`src/rtl/rdfb_pkg.sv`:
```
// Shared types, constants and pixel packing functions for the RGB565 framebuffer.
// Used by rdfb_clear_seq and rgb565_dithered_framebuffer_unit.
package rdfb_pkg;

  typedef enum logic [2:0] {
    REQ_WR_COLOR  = 3'd0,
    REQ_WR_RAW    = 3'd1,
    REQ_READ      = 3'd2,
    REQ_CLR_COLOR = 3'd3,
    REQ_CLR_RAW   = 3'd4
  } req_type_t;

  typedef enum logic [1:0] {
    CFG_IMAGE_WIDTH   = 2'd0,
    CFG_IMAGE_HEIGHT  = 2'd1,
    CFG_DITHER_ENABLE = 2'd2
  } cfg_reg_t;

  localparam int unsigned WIDTH_RESET  = 512;
  localparam int unsigned HEIGHT_RESET = 256;

  // 8x8 ordered dither offsets, indexed by {y[2:0], x[2:0]}
  localparam logic [2:0] RB_OFS [64] = '{
    3'd1, 3'd6, 3'd2, 3'd7, 3'd1, 3'd6, 3'd2, 3'd7,
    3'd4, 3'd2, 3'd5, 3'd4, 3'd4, 3'd3, 3'd6, 3'd4,
    3'd1, 3'd7, 3'd1, 3'd6, 3'd2, 3'd7, 3'd1, 3'd7,
    3'd5, 3'd3, 3'd5, 3'd3, 3'd5, 3'd4, 3'd5, 3'd3,
    3'd1, 3'd6, 3'd2, 3'd7, 3'd1, 3'd6, 3'd2, 3'd7,
    3'd4, 3'd3, 3'd6, 3'd4, 3'd4, 3'd2, 3'd6, 3'd4,
    3'd2, 3'd7, 3'd1, 3'd7, 3'd2, 3'd7, 3'd1, 3'd6,
    3'd5, 3'd3, 3'd5, 3'd3, 3'd5, 3'd3, 3'd5, 3'd3
  };

  localparam logic [2:0] G_OFS [64] = '{
    3'd1, 3'd3, 3'd1, 3'd3, 3'd1, 3'd3, 3'd1, 3'd3,
    3'd2, 3'd1, 3'd3, 3'd2, 3'd2, 3'd1, 3'd3, 3'd2,
    3'd1, 3'd3, 3'd1, 3'd3, 3'd1, 3'd3, 3'd1, 3'd3,
    3'd2, 3'd2, 3'd2, 3'd1, 3'd3, 3'd2, 3'd2, 3'd2,
    3'd1, 3'd3, 3'd1, 3'd3, 3'd1, 3'd3, 3'd1, 3'd3,
    3'd2, 3'd1, 3'd3, 3'd2, 3'd2, 3'd1, 3'd3, 3'd2,
    3'd1, 3'd3, 3'd1, 3'd3, 3'd1, 3'd3, 3'd1, 3'd3,
    3'd3, 3'd2, 3'd2, 3'd2, 3'd2, 3'd2, 3'd2, 3'd2
  };

  // Fill color and mode handed to the clear sequencer at the start of a clear
  typedef struct packed {
    logic        start;
    logic        raw_mode;
    logic [7:0]  red;
    logic [7:0]  green;
    logic [7:0]  blue;
    logic [15:0] raw_pixel;
  } clr_ctrl_t;

  function automatic logic [7:0] sat_add(input logic [7:0] c, input logic [2:0] d);
    logic [8:0] s;
    s = {1'b0, c} + {6'd0, d};
    return s[8] ? 8'hFF : s[7:0];
  endfunction

  function automatic logic [15:0] swap_bytes(input logic [15:0] w);
    return {w[7:0], w[15:8]};
  endfunction

  // Pack an RGB888 color to byte-swapped 565, with optional ordered dither
  function automatic logic [15:0] pack565(input logic [7:0] r, input logic [7:0] g,
                                          input logic [7:0] b, input logic [2:0] xl,
                                          input logic [2:0] yl, input logic dith);
    logic [5:0] idx;
    logic [7:0] rr;
    logic [7:0] gg;
    logic [7:0] bb;
    idx = {yl, xl};
    rr  = dith ? sat_add(r, RB_OFS[idx]) : r;
    gg  = dith ? sat_add(g, G_OFS[idx]) : g;
    bb  = dith ? sat_add(b, RB_OFS[idx]) : b;
    return swap_bytes({rr[7:3], gg[7:2], bb[7:3]});
  endfunction

endpackage

```
`src/rtl/rdfb_clear_seq.sv`:
```
// Clear sequencer: sweeps the active frame one pixel per cycle and produces writes.
// Depends on rdfb_pkg for the control struct and pixel packing.
module rdfb_clear_seq #(
  parameter int unsigned MAX_WIDTH  = 512,
  parameter int unsigned MAX_HEIGHT = 256,
  parameter int unsigned WW = $clog2(MAX_WIDTH + 1),
  parameter int unsigned HW = $clog2(MAX_HEIGHT + 1),
  parameter int unsigned XW = $clog2(MAX_WIDTH),
  parameter int unsigned YW = $clog2(MAX_HEIGHT),
  parameter int unsigned AW = $clog2(MAX_WIDTH * MAX_HEIGHT)
) (
  input  logic               clk,
  input  logic               rst,
  input  rdfb_pkg::clr_ctrl_t ctrl,
  input  logic [WW-1:0]      eff_width,
  input  logic [HW-1:0]      eff_height,
  input  logic               dith,
  output logic               busy,
  output logic [AW-1:0]      wr_addr,
  output logic [15:0]        wr_data
);
  import rdfb_pkg::*;

  logic [XW-1:0] cx;
  logic [YW-1:0] cy;
  logic [AW-1:0] clear_position;
  clr_ctrl_t     fill;
  logic          row_end;
  logic          last_row;

  assign row_end  = 32'(cx) == 32'(eff_width) - 32'd1;
  assign last_row = 32'(cy) == 32'(eff_height) - 32'd1;

  always_ff @(posedge clk) begin
    if (rst) begin
      busy           <= 1'b0;
      cx             <= '0;
      cy             <= '0;
      clear_position <= '0;
    end else if (busy) begin
      // advance raster position, drop busy after the last pixel
      clear_position <= clear_position + AW'(1);
      if (row_end) begin
        cx <= '0;
        if (last_row) begin
          busy           <= 1'b0;
          cy             <= '0;
          clear_position <= '0;
        end else begin
          cy <= cy + YW'(1);
        end
      end else begin
        cx <= cx + XW'(1);
      end
    end else if (ctrl.start) begin
      busy           <= 1'b1;
      cx             <= '0;
      cy             <= '0;
      clear_position <= '0;
    end
  end

  always_ff @(posedge clk) begin
    if (!busy && ctrl.start) begin
      fill <= ctrl;
    end
  end

  assign wr_addr = clear_position;
  assign wr_data = fill.raw_mode ? fill.raw_pixel
                 : pack565(fill.red, fill.green, fill.blue, cx[2:0], cy[2:0], dith);

endmodule
```
`config.mk`:
```
export PLATFORM = sky130hd
export DESIGN_NAME = rdfb_clear_seq
export DESIGN_NICKNAME = d
export VERILOG_FILES = /design/src/rtl/rdfb_pkg.sv /design/src/rtl/rdfb_clear_seq.sv
export SDC_FILE = /design/constraint.sdc
export NUM_CORES = 1
export LEC_CHECK = 0
export BUFFER_PORTS_ARGS = -buffer_cell sky130_fd_sc_hd__buf_2
export CORE_UTILIZATION = 58
export CTS_CLUSTER_DIAMETER = 40
export CTS_CLUSTER_SIZE = 16
export DETAILED_ROUTE_END_ITERATION = 7
export PLACE_DENSITY = 0.84
export SYNTH_ARGS = -nofsm -noshare
export SYNTH_HDL_FRONTEND = slang
export SYNTH_SLANG_ARGS = --single-unit
```
`constraint.sdc`:
```
create_clock -name clk -period 9.85 [get_ports clk]
set_input_delay 1.97 -clock clk [delete_from_list [all_inputs] [get_ports clk]]
set_output_delay 1.97 -clock clk [all_outputs]
set_load 0.02 [all_outputs]
```
==> impl_metrics.yaml <==
logic_synthesis:
  yosys.area.top_type: "edfxtp_1"
  synth_nets: 598
  yosysTopAreaCellShare: 0.258
  ys_ff_latch: 76
  synth_area_leaders: "edfxtp_1 (26%), dfxtp_1 (15%), nand2_1 (5.2%)"
  seq_area_frac_synth: 0.405
  synth_enable_flop_cells: 41
  ys.flop_type: "edfxtp_1"
  async_flop_share: 0
  synthDistinctLibCells: 68
  syn-cell-area_um2: 4770
  ys_warn_count: 0
  syn-instance-count: 515
  synth.avg_cell_area_um2: 9.26
critical_path:
  reg2reg_to: "wr_addr[3]"
  cp.buffers_inverters: 3
  startpoint: "cx[0]"
  r2r_cells: 6
  worstSetupPathDepth: 15
  endpoint_kind: "primary output"
  crit_path_max_fanout: 11
  reg2reg_from: "cy[2]"
  critPathLaunchType: "register"
  cp.required_ns: 7.88
  endpoint: "wr_data[6]"
  crit_slowest_cell: "dfxtp_1"
  cp_data_arrival_time_ns: 3.72
  crit_family: "simple AND/OR/NAND/NOR gates"
  cpMostUsedCell: "a211oi_1"
  crit_type: "register to primary output"
  path_cells: "inv_1 -> ha_1 -> nand2_1 -> and3_1 -> a211oi_1 -> a211oi_1 -> a21oi_1 -> ha_1 -> a211oi_1 -> nor2_1 -> o41ai_1 -> buf_4 -> or4_1 -> o311a_1 -> buf_2"
  cp_slowest_stage_delay_ns: 0.56
  rrSetupSlack_ns: 6.97
timing:
  fin_setup_tns_ns: 0
  clock.fmax_ghz: 0.176
  hold_slack_ns: 0.530
  drv_slew: 0
  slew_headroom: 0.225
  finalSetupViolCount: 0
  rsz0062_at_grt: "false"
  timing.final.ws_setup_ns: 4.16
  hold_violations: 0
  min_period_ns: 5.69
  final.setup_skew_ns: 0.0141
  tightest_slew_ns: 1.16
  finalCritPeriodShare: 0.577
job:
  max_cap_viol_count: 0
detailed_routing:
  drtPass1Iterations: 5
  vias: 4349
  finalWirelength_um: 11000
  wl_per_cell_um: 15.6
  drc: 0
  drt_iter0_markers: 281
  antenna_left: 0
  vias_per_cell: 6.16
cells_and_area:
  diodes: 0
  syn_to_final_growth_pct: 15.0
  regArea_um2: 1930
  fillers: 639
  drive_gt1_frac: 0.230
  utilization: 0.698
  multi_input_area_um2: 2660
  fin_nets: 682
place:
  gp_congestion: 0.896
  place_hpwl_um: 7970
  numPortBuffers: 97
  place_ws_ns: 4.55
clock_tree:
  cts_setup_buffers: 0
  cts_hold_buf: 0
  cts_tree: "done"
  cts_resized: 0
  clockRootBuffer: "clkbuf_8"
  clk_pin_slew_ns: 0.08
  h-tree-depth: 3
  cts_buffer_depth: 2
  cts_buffers: 9
  cts_sinks: 76
  insertion_delay_ns: 0.36
global_routing:
  gr-total-overflow: 0
  antenna_found_initial: 0
  first_global_vias: 3985
  grt_pass1_wl_um: 18100
  grt_max_degree: 43
  grt_usage: 0.264
die:
  die_w_um: 92.7
  placementRows: 32
  fp.dieArea_um2: 8590
  start_util: 0.607
  die_h_um: 92.7
  core_um2: 7850
  num_io_pins: 98
status:
  status: "finished, final reports clean"
min_path:
  hold_class: "register to register"
pwr:
  total_power_uw: 686
  p_leak_uw: 0.00207
  power_density_nw_per_um2: 125
  irDropWorstVdd_v: 0.0000628
[Yosys cell counts (all sizes together) (4+ instances only)]
cell type and number:
a2111oi 5, a211oi 9, a21oi 16, and3 10, buf 5, clkbuf 22
dfxtp 35, edfxtp 41, ha 19, inv 16, mux2i 6, nand2 66
nand2b 11, nand3 21, nand3b 4, nand4 22, nor2 23, nor2b 5
nor3 16, nor3b 6, nor4 4, o211ai 5, o21ai 20, o21ba 4
o21bai 4, o311ai 15, o31ai 11, or2 5, or3 8, or4 7
xnor2 17, xor2 7
[sequential cells by signal, summed over array words and instances, names as in the netlist]
register,flops
cx,9
busy,1
cy,8
fill,41
wr_addr,17
[cell families (layout without fill, tap and decap cells)]
| kind of cell | Yosys count | after routing | synth area share |
|---|---|---|---|
| AOI/OAI and AO/OA | 124 | 124 | 0.198 |
| xor gates and xnor gates | 24 | 24 | 0.0441 |
| adders and majority gates | 19 | 19 | 0.0499 |
| buffers and inverters | 44 | 133 | 0.0388 |
| DFF | 76 | 76 | 0.405 |
| muxes | 8 | 8 | 0.0197 |
| and+or+nand+nor | 220 | 220 | 0.245 |
[worst min path at each step]
stage                      startpoint          end  slack (ns)  cells after the start
after floorplan                 cx[4]        cx[4]        0.49                      2
after CTS                  wr_addr[0]   wr_addr[0]        0.53                      2
final                      wr_addr[0]   wr_addr[0]        0.53                      2
after global placement     wr_addr[0]   wr_addr[0]        0.49                      2
after detailed placement  wr_addr[16]  wr_addr[16]        0.51                      1
after global routing       wr_addr[0]   wr_addr[0]        0.55                      2
[layout by cell type, fill, tap and decap left out, drive strengths merged, types with 9 or more instances in the layout]
cell	netlist	routed
a211oi	9	9
a21oi	16	16
and3	10	10
buf	5	100
clkbuf	22	10
dfxtp	35	35
edfxtp	41	41
ha	19	19
inv	16	20
nand2	66	66
nand2b	11	11
nand3	21	21
nand4	22	22
nor2	23	23
nor3	16	16
o21ai	20	20
o311ai	15	15
o31ai	11	11
xnor2	17	17
[per-stage QoR]
step	instances	instance area [um2]
after floorplan	515	4770
after global placement	690	5290
after detailed placement	690	5290
after CTS	706	5480
after global routing	706	5480
final	706	5480
[area by class of cell]
type,count,area share
Multi-Input combinational cell,395,0.485
Sequential cell,76,0.353
Timing Repair Buffer,100,0.0927
Clock buffer,10,0.0251
Tap cell,102,0.0233
Inverter,17,0.0116
Clock inverter,6,0.00982
[routing by layer]
| metal | part of all wire | vias up | track usage |
|---|---|---|---|
| met1 | 0.42 | 2029 | 0.331 |
| met4 | 0.026 | 0 | 0.118 |
| met5 | 0 | - | 0 |
| met3 | 0.055 | 28 | 0.0443 |
| met2 | 0.49 | 154 | 0.446 |
| li1 | - | 2138 | - |
[report_power, final]
part,internal [uW],total [uW],switching [uW]
Clock,103,231,128
Combinational,39.6,98.2,58.6
Sequential,346,356,9.94
Total,489,686,197
[tightest hold or removal path, cell delays in order, from the launching register on]
cell and delay, ns:
dfxtp_1 0.35, nand2_1 0.08, a21oi_1 0.05
(Power assumes the default switching activity.)
